==> config.mk <==
export PLATFORM = sky130hd
export DESIGN_NAME = sensor_frame_deframer
export DESIGN_NICKNAME = d
export VERILOG_FILES = /design/src/rtl/core/sfd_pkg.sv /design/src/rtl/core/sensor_frame_deframer.sv
export SDC_FILE = /design/constraint.sdc
export NUM_CORES = 1
export LEC_CHECK = 0
export CAP_MARGIN = 10
export CORE_AREA = 3 3 128 130
export CTS_CLUSTER_SIZE = 20
export DETAILED_ROUTE_END_ITERATION = 16
export DIE_AREA = 0 0 131 133
export DONT_BUFFER_PORTS = 1
export HOLD_SLACK_MARGIN = 0.15
export PLACE_DENSITY = 0.77
export SYNTH_ARGS = -nofsm -noshare
export SYNTH_HDL_FRONTEND = slang
export SYNTH_SLANG_ARGS = --single-unit
==> constraint.sdc <==
create_clock -name clk -period 3.9 [get_ports clk]
set_input_delay 0.39 -clock clk [delete_from_list [all_inputs] [get_ports clk]]
set_output_delay 0.39 -clock clk [all_outputs]
set_load 0.02 [all_outputs]
==> src/rtl/core/sfd_pkg.sv <==
// Package for the sensor frame deframer: status codes, constants and the
// result item type. Used by the top level and by its checker.
// No dependencies.
`default_nettype none

package sfd_pkg;

  localparam logic [1:0] STATUS_BODY      = 2'd0;
  localparam logic [1:0] STATUS_IDLE      = 2'd1;
  localparam logic [1:0] STATUS_CHECKSUM  = 2'd2;
  localparam logic [1:0] STATUS_LENGTH    = 2'd3;

  localparam logic [7:0]  ALL_ONES_BYTE   = 8'hFF;
  localparam logic [7:0]  BODY_CHECK_BASE = 8'hAA;
  localparam logic [15:0] CAPACITY_RESET  = 16'd4096;

  localparam logic [1:0]  REG_BODY_CAPACITY = 2'd0;

  typedef struct packed {
    logic [1:0]  status;
    logic [7:0]  data_byte;
    logic [7:0]  frame_type;
    logic [15:0] body_length;
    logic        is_last;
    logic [7:0]  body_check;
  } res_t;

endpackage

`default_nettype wire

==> src/rtl/core/sensor_frame_deframer.sv <==
// Sensor frame deframer: takes one received byte per item and gives one
// result per body byte and one per rejected header. The block accepts one
// byte every cycle while in_stall is low; each result is registered into the
// output register, or into a one-entry skid stage while the output is stalled, so input
// stall rises only when both the output register and the skid stage hold a result.
// body_capacity sits at byte address 0 of the APB port and resets to 4096.
// Depends on sfd_pkg.
`default_nettype none

module sensor_frame_deframer (
  input  wire logic        clk,
  input  wire logic        rst,
  input  wire logic        in_valid,
  output logic             in_stall,
  input  wire logic [7:0]  rx_byte,
  input  wire logic        frame_start,
  output logic             out_valid,
  input  wire logic        out_stall,
  output logic [1:0]       status,
  output logic [7:0]       data_byte,
  output logic [7:0]       frame_type,
  output logic [15:0]      body_length,
  output logic             is_last,
  output logic [7:0]       body_check,
  input  wire logic        psel,
  input  wire logic        penable,
  input  wire logic        pwrite,
  input  wire logic [1:0]  paddr,
  input  wire logic [31:0] pwdata,
  output logic [31:0]      prdata,
  output logic             pready
);

  logic [15:0] body_capacity;

  logic        in_body,        in_body_next;
  logic [1:0]  header_count,   header_count_next;
  logic [7:0]  held_type,      held_type_next;
  logic [15:0] held_length,    held_length_next;
  logic [7:0]  header_sum,     header_sum_next;
  logic        all_ones_seen,  all_ones_seen_next;
  logic [15:0] body_remaining, body_remaining_next;
  logic [7:0]  body_sum,       body_sum_next;

  sfd_pkg::res_t res, out_res, skid_res;
  logic          res_valid;
  logic          skid_valid;
  logic          accept;
  logic          body_now;
  logic [1:0]    count_now;
  logic          byte_ones;

  assign pready   = 1'b1;
  assign prdata   = (paddr == sfd_pkg::REG_BODY_CAPACITY) ? {16'd0, body_capacity} : 32'd0;
  assign in_stall = skid_valid;
  assign accept   = in_valid && !in_stall;

  always_ff @(posedge clk) begin
    if (rst) begin
      body_capacity <= sfd_pkg::CAPACITY_RESET;
    end else if (psel && penable && pwrite && pready &&
                 paddr == sfd_pkg::REG_BODY_CAPACITY) begin
      body_capacity <= pwdata[15:0];
    end
  end

  always_comb begin
    in_body_next        = in_body;
    header_count_next   = header_count;
    held_type_next      = held_type;
    held_length_next    = held_length;
    header_sum_next     = header_sum;
    all_ones_seen_next  = all_ones_seen;
    body_remaining_next = body_remaining;
    body_sum_next       = body_sum;
    res_valid           = 1'b0;
    res                 = '0;
    body_now            = in_body && !frame_start;
    count_now           = frame_start ? 2'd0 : header_count;
    byte_ones           = (rx_byte == sfd_pkg::ALL_ONES_BYTE);

    if (frame_start || in_body || header_count != 2'd0) begin
      if (body_now) begin
        body_sum_next       = body_sum + rx_byte;
        body_remaining_next = body_remaining - 16'd1;
        res_valid           = 1'b1;
        res.status          = sfd_pkg::STATUS_BODY;
        res.data_byte       = rx_byte;
        res.frame_type      = held_type;
        res.body_length     = held_length;
        if (body_remaining_next == 16'd0) begin
          in_body_next   = 1'b0;
          res.is_last    = 1'b1;
          res.body_check = sfd_pkg::BODY_CHECK_BASE - body_sum_next;
        end
      end else begin
        in_body_next = 1'b0;
        case (count_now)
          2'd0: begin
            held_type_next     = rx_byte;
            header_sum_next    = rx_byte;
            all_ones_seen_next = byte_ones;
            header_count_next  = 2'd1;
          end
          2'd1: begin
            held_length_next   = {held_length[15:8], rx_byte};
            header_sum_next    = header_sum + rx_byte;
            all_ones_seen_next = all_ones_seen && byte_ones;
            header_count_next  = 2'd2;
          end
          2'd2: begin
            held_length_next   = {rx_byte, held_length[7:0]};
            header_sum_next    = header_sum + rx_byte;
            all_ones_seen_next = all_ones_seen && byte_ones;
            header_count_next  = 2'd3;
          end
          default: begin
            header_count_next = 2'd0;
            res.frame_type    = held_type;
            res.body_length   = held_length;
            res.is_last       = 1'b1;
            if (all_ones_seen && byte_ones) begin
              res_valid  = 1'b1;
              res.status = sfd_pkg::STATUS_IDLE;
            end else if (header_sum != rx_byte) begin
              res_valid  = 1'b1;
              res.status = sfd_pkg::STATUS_CHECKSUM;
            end else if (held_length == 16'd0 || held_length > body_capacity) begin
              res_valid  = 1'b1;
              res.status = sfd_pkg::STATUS_LENGTH;
            end else begin
              in_body_next        = 1'b1;
              body_remaining_next = held_length;
              body_sum_next       = 8'd0;
            end
          end
        endcase
      end
    end
  end

  always_ff @(posedge clk) begin
    if (rst) begin
      in_body        <= 1'b0;
      header_count   <= 2'd0;
      held_type      <= 8'd0;
      held_length    <= 16'd0;
      header_sum     <= 8'd0;
      all_ones_seen  <= 1'b1;
      body_remaining <= 16'd0;
      body_sum       <= 8'd0;
    end else if (accept) begin
      in_body        <= in_body_next;
      header_count   <= header_count_next;
      held_type      <= held_type_next;
      held_length    <= held_length_next;
      header_sum     <= header_sum_next;
      all_ones_seen  <= all_ones_seen_next;
      body_remaining <= body_remaining_next;
      body_sum       <= body_sum_next;
    end
  end

  // output register with one-entry skid stage
  always_ff @(posedge clk) begin
    if (rst) begin
      out_valid  <= 1'b0;
      skid_valid <= 1'b0;
    end else if (!out_valid || !out_stall) begin
      out_valid  <= skid_valid || (accept && res_valid);
      skid_valid <= 1'b0;
    end else if (accept && res_valid) begin
      skid_valid <= 1'b1;
    end
  end

  always_ff @(posedge clk) begin
    if (!out_valid || !out_stall) begin
      out_res <= skid_valid ? skid_res : res;
    end else if (accept && res_valid) begin
      skid_res <= res;
    end
  end

  assign status      = out_res.status;
  assign data_byte   = out_res.data_byte;
  assign frame_type  = out_res.frame_type;
  assign body_length = out_res.body_length;
  assign is_last     = out_res.is_last;
  assign body_check  = out_res.body_check;

endmodule

`default_nettype wire

==> results of run 1 <==
==> layer usage <==
metal	vias up	routed length [microns]	track usage, %
met5	-	0	0
met1	2951	8130	29.6
met2	252	8700	33.7
met3	42	1250	5.25
li1	3007	-	-
met4	0	541	8.40
==> kinds of logic after synthesis <==
kind of cell    synth area share (%)
xor+xnor                        1.68
mux                             4.80
other cells                   0.0901
simple gates                    18.6
compound gates                  13.3
flops                           49.7
buf+inv                         5.78
fa+ha+maj                       6.04
==> metrics by stage <==
stage	instance area (sq um)	hold slack, ps
2_1_floorplan	8390	432
3_3_place_gp	8380	435
3_5_place_dp	8380	437
4_1_cts	9180	155
5_1_grt	9180	163
6_report	9180	168
==> how the worst max path moves through the flow <==
stage / to / startpoint / depth (start not counted) / slack, ps
4_1_cts: skid_res[26] / held_length[1] / 9 / 900
5_1_grt: skid_res[13] / held_length[0] / 10 / 690
3_5_place_dp: skid_res[13] / held_length[1] / 9 / 970
3_3_place_gp: skid_res[12] / held_length[1] / 9 / 1000
6_report: skid_res[22] / held_length[1] / 9 / 870
2_1_floorplan: skid_res[0] / body_capacity[1] / 9 / 10
==> placed cells by master, fill, tap and decap left out, drive strengths merged, types with 5 or more instances in the layout <==
cell type	n
a21o	5
nand2	90
nor4	9
nand2b	5
o31ai	14
a22o	5
nor2b	32
nand4	10
nor3	38
ha	37
clkinv	8
nor2	69
mux2	32
or3	5
a21oi	72
dlygate4sd3	24
xnor2	16
dfxtp	78
buf	8
nor3b	9
a211oi	16
o21a	6
clkbuf	18
nand3	26
and2	10
a32o	5
inv	40
conb	17
o21ai	24
or2	7
edfxtp	86
==> timing repair <==
action | in CTS | in global routing
hold buffers | 25 | 0
hold endpoints to repair | 62 | 0
gates resized for setup | 0 | 0
setup endpoints to repair | 0 | 0
==> registers in the layout (all words and copies together), names as in the netlist <==
signal          flops
all_ones_seen       1
body_capacity      16
body_check          8
body_length        16
body_remaining     16
body_sum            8
data_byte           8
frame_type          8
header_count        2
header_sum          8
held_length        16
held_type           8
in_body             1
in_stall            1
is_last             1
out_valid           1
skid_res           43
status              2
==> layout make-up <==
type / count / area, sq um / area share, %
inverter: 37 / 139 / 1.51
clock inverter: 14 / 108 / 1.17
multi-input combinational: 598 / 3780 / 41.1
timing repair buffer: 32 / 320 / 3.49
sequential: 164 / 4150 / 45.1
tap: 211 / 264 / 2.88
clock buffer: 18 / 429 / 4.67
==> power by group through the flow <==
stage,combinational (W),sequential [W],clock [W]
2_1_floorplan,0.000213,0.00187,0
4_1_cts,0.000259,0.00184,0.00154
6_report,0.000263,0.00184,0.00152
3_5_place_dp,0.000220,0.00188,0
5_1_grt,0.000291,0.00184,0.00162
3_3_place_gp,0.000215,0.00188,0
==> results.py, run 1 <==
metrics = {
    "critical_path": {
        "cp_max_fo": 43,
        "timing.critical_path.slowest_stage_cell": "buf_4",
        "critPathRequiredTime_ps": 3970,
        "path_class": "register to register",
        "arrival_ps": 3100,
        "r2r_end": "skid_res[22]",
        "r2r_slack_ps": 870,
        "start_kind": "register",
        "critPathTopFamily": "compound AO/OA/AOI/OAI gates",
        "reg2regPathDepth": 9,
        "crit_chain": "ha_1 -> nor2b_1 -> o211ai_1 -> a2111oi_0 -> o31a_1 -> o311a_1 -> nor2_1 -> nor2_4 -> buf_4",
        "slowest_delay_ps": 460,
        "end_kind": "register",
        "critPathBufInv": 1,
        "timing.rr.start": "held_length[1]",
    },
    "status": {
        "status": "completed",
    },
    "power_and_ir_drop": {
        "p_sw_share_pct": 24.2,
        "p_leak_nw": 3.39,
        "p_clk_share_pct": 41.9,
        "combPwrFrac_pct": 7.3,
        "p_int_w": 0.00274,
        "power_w": 0.00362,
        "seqPwrFrac_pct": 50.8,
        "power_switching_w": 0.000878,
        "vdd_drop_max_uv": 320,
        "p_per_area_mw_per_mm2": 394,
    },
    "route": {
        "drc": 0,
        "avgRoutedWirePerCell_microns": 17.3,
        "routed_wl_microns": 18600,
        "first_pass_iters": 5,
        "drt.antenna.violating_nets": 0,
        "drt_iter0_drc": 535,
        "via_count": 6252,
        "drt-vias-per-instance": 5.82,
    },
    "die": {
        "io-pin-count": 128,
        "die-height_microns": 133,
        "core_area_sq_mm": 0.0153,
        "die_w_microns": 131,
        "start_util_pct": 54.6,
        "row_count": 45,
        "die-area_sq_mm": 0.0174,
    },
    "synth": {
        "synth_cells": 851,
        "synth_area_leaders": "edfxtp_1 (31%), dfxtp_1 (19%), ha_1 (5.6%)",
        "synth-edff-count": 86,
        "async_flop_share_pct": 0,
        "synthTopCellsByCount": "nand2_1 (90), edfxtp_1 (86), dfxtp_1 (78)",
        "synth_top_cell_area_share_pct": 31.0,
        "ys_seq_area_share_pct": 49.7,
        "synth_most_common_cell": "nand2_1",
        "yosys.area.top_type": "edfxtp_1",
        "ys_types": 57,
        "yosysWarnings": 0,
        "syn_avg_cell_area_sq_um": 9.79,
        "ys.flop_type": "edfxtp_1",
        "synth_area_sq_mm": 0.00833,
        "ys_ff_latch": 164,
    },
    "clock_network": {
        "cts_sinks": 164,
        "clock_path_buffers": 2,
        "root_buffer": "clkbuf_16",
        "cts_setup_buffers": 0,
        "cts.clk_slew.worst_paths_ps": 60,
        "htree_levels": 4,
        "cts_made_buffers": 17,
        "cts_tree": "built",
        "clk_latency_ps": 430,
    },
    "global_routing": {
        "antenna_found_initial": 0,
        "grt_pass1_wl_microns": 29900,
        "grt_max_degree": 62,
        "grt_overflow": 0,
        "track_usage_pct": 21.9,
        "first_global_vias": 5648,
    },
    "timing": {
        "hold_violations": 0,
        "rsz0062_at_grt": "no",
        "period_share_pct": 77.7,
        "setup_viol": 0,
        "slew_viol_final": 0,
        "tightest_slew_ps": 883,
        "fin_crit_ps": 3030,
        "fin_ws_ps": 869,
        "relSlewSlack_pct": 41.1,
        "setup_tns_ps": 0,
        "fmax_mhz": 330,
        "clock_skew_ps": 8.75,
    },
    "placed_design": {
        "io_buffers": 0,
        "hpwl_microns": 11900,
        "place_inst": 1017,
        "gp_congestion": 0.853,
        "post-place-ws_ps": 972,
    },
    "hold_path": {
        "hp-class": "primary input to register",
        "hold_end": "header_sum[2]",
        "hp-start": "rx_byte[2]",
        "min_path_cells": 2,
    },
    "flow_run": {
        "drv_cap": 0,
    },
    "finish": {
        "utilization_pct": 60.2,
        "drive_above_1_share_pct": 9.97,
        "area_delta_synth_final_pct": 10.2,
        "n_fill_cell": 1241,
        "antenna_cells": 0,
        "layout.cells.non_filler": 1074,
        "final_nets": 939,
    },
}
(Power assumes the default switching activity.)
==> run 2, diff against run 1 <==
- clock period: 3.9 -> 2.63 ns (I/O delays scaled with it)
==> run 2 against run 1 <==
  * Sequential cell count unchanged
  * Register-to-register slack got worse by 850 ps
  * Maximum frequency increased by 16%
  * Clock-buffer cell count increased by 1
  * Clock skew shrank 2.5 ps
  * Core utilization is 4.5 points higher
  * Worst setup slack got worse by 850 ps
  * First-iteration DRC count shrank 9.7%
  * Via count up 2.2%
  * Sequential power up 48%
  * Final cell count up 4.4%
  * Largest cell class unchanged
  * Highest routed layer unchanged
==> results.py, run 2 (synthesis gave the netlist of run 1 again) <==
metrics = {
    "status": {
        "status": "completed",
    },
    "critical_path": {
        "start_kind": "register",
        "path_class": "register to register",
        "arrival_ps": 2750,
        "reg2regPathDepth": 10,
        "critPathRequiredTime_ps": 2780,
        "cp_max_fo": 8,
        "end_kind": "register",
        "timing.rr.start": "body_capacity[13]",
        "r2r_slack_ps": 20,
        "r2r_end": "skid_res[8]",
    },
    "timing": {
        "clock_skew_ps": 6.29,
        "tightest_slew_ps": 832,
        "fmax_mhz": 384,
        "relSlewSlack_pct": 44.4,
        "slew_viol_final": 0,
        "rsz0062_at_grt": "yes",
        "fin_crit_ps": 2610,
        "period_share_pct": 99.1,
        "setup_viol": 0,
        "hold_violations": 0,
        "setup_tns_ps": 0,
    },
    "hold_path": {
        "hp-class": "primary input to register",
        "hp-start": "rx_byte[7]",
        "hold_end": "header_sum[7]",
        "min_path_cells": 3,
    },
    "finish": {
        "antenna_cells": 0,
        "final_nets": 986,
        "utilization_pct": 64.6,
        "n_fill_cell": 1165,
        "stdcell_area_sq_mm": 0.00986,
        "layout.cells.non_filler": 1121,
        "area_delta_synth_final_pct": 18.4,
        "final_cell_mix": "nand2_1 (89), edfxtp_1 (86), a21oi_1 (69)",
        "drive_above_1_share_pct": 17.5,
        "largest_register": "skid_res",
        "largest_reg_flops": 43,
        "final_common_cell": "nand2_1",
    },
    "placed_design": {
        "hpwl_microns": 12800,
        "place_inst": 1050,
        "io_buffers": 0,
        "placed_area_sq_mm": 0.00873,
        "gp_congestion": 0.929,
    },
    "route": {
        "via_count": 6390,
        "routed_wl_microns": 19800,
        "drt_iter0_drc": 483,
        "first_pass_iters": 5,
        "drc": 0,
        "drt.antenna.violating_nets": 0,
        "avgRoutedWirePerCell_microns": 17.7,
        "drt-vias-per-instance": 5.70,
    },
    "clock_network": {
        "cts_made_buffers": 17,
        "cts.clk_slew.worst_paths_ps": 60,
        "root_buffer": "clkbuf_16",
        "htree_levels": 4,
        "clk_latency_ps": 430,
        "cts_sinks": 164,
        "clock_path_buffers": 2,
        "cts_tree": "built",
    },
    "die": {
        "core_area_sq_mm": 0.0153,
        "io-pin-count": 128,
        "die-area_sq_mm": 0.0174,
        "start_util_pct": 54.6,
        "row_count": 45,
        "die-height_microns": 133,
        "die_w_microns": 131,
    },
    "global_routing": {
        "met3_usage_pct": 5.01,
        "grt_pass1_wl_microns": 31200,
        "track_usage_pct": 22.8,
        "first_global_vias": 5989,
        "busiest_layer": "met2",
        "met1_usage_pct": 30.5,
        "grt_overflow": 0,
        "grt_max_degree": 67,
        "antenna_found_initial": 0,
        "met2_usage_pct": 35.5,
    },
    "power_and_ir_drop": {
        "vdd_drop_max_uv": 406,
        "p_leak_nw": 3.72,
        "p_per_area_mw_per_mm2": 583,
    },
    "flow_run": {
        "drv_cap": 0,
    },
}
## run 2: changes by cell type in the layout (fill, tap and decap cells not counted), moves of 3 or more
cell and change:
buf_4 +36, dfxtp_1 -9, dfxtp_2 +9, ha_1 -6, ha_4 +6, inv_1 -6
inv_2 +6, bufinv_16 +4, buf_12 +3, clkbuf_16 +3
## run 2: through the flow
stage          hold slack (ps)  worst slack, ps  total power, W
3_3_place_gp               343              128         0.00312
2_1_floorplan              391            -4.02         0.00310
4_1_cts                    152             45.9         0.00575
5_1_grt                    175            -92.1         0.00594
3_5_place_dp               350             61.8         0.00313
6_report                   170             22.7         0.00575
## run 2: report_power, final
part,switching [W],internal [W],total (W)
sequential,0.0000246,0.00270,0.00273
clock,0.000994,0.00159,0.00258
combinational,0.000266,0.000181,0.000447
## run 2: layout make-up
| cell class | count | area (sq um) | area share (%) |
|---|---|---|---|
| multi-input cells | 598 | 3890 | 39.5 |
| flip-flops and latches | 164 | 4160 | 42.1 |
| repair buffers | 79 | 796 | 8.07 |
| clock buffers | 19 | 433 | 4.39 |
| clock inverters | 13 | 180 | 1.83 |
| inverters | 37 | 139 | 1.41 |
| well taps | 211 | 264 | 2.68 |
## run 2: how the worst max path moves through the flow
stage,endpoint,slack [ps],depth (start not counted),start
floorplan,skid_res[0],-4,9,body_capacity[7]
global placement,skid_res[26],130,10,held_length[0]
detailed placement,skid_res[32],60,9,body_capacity[11]
CTS,skid_res[25],50,9,body_capacity[11]
global route,skid_res[9],-90,10,body_capacity[15]
finish,skid_res[8],20,10,body_capacity[13]
## run 2: metal layers
layer	vias to the layer above	wire, microns
met3	56	1350
met1	2983	8420
li1	3115	-
met5	-	0
met2	236	9380
met4	0	680
## run 2: timing repair
action	4_1_cts	5_1_grt
setup endpoints to repair	0	58
hold buffers	27	0
gates resized for setup	0	19
hold endpoints to repair	76	0
setup buffers	0	7
## run 2: critical path: stages, from the launching register on
cell and delay [ps]:
dfxtp_2 330, inv_2 50, ha_4 260, nand4_1 200, a2111oi_2 390, o31a_1 370, o311a_1 230, nor2_2 60
nor2_4 110, buf_12 160, clkbuf_16 160
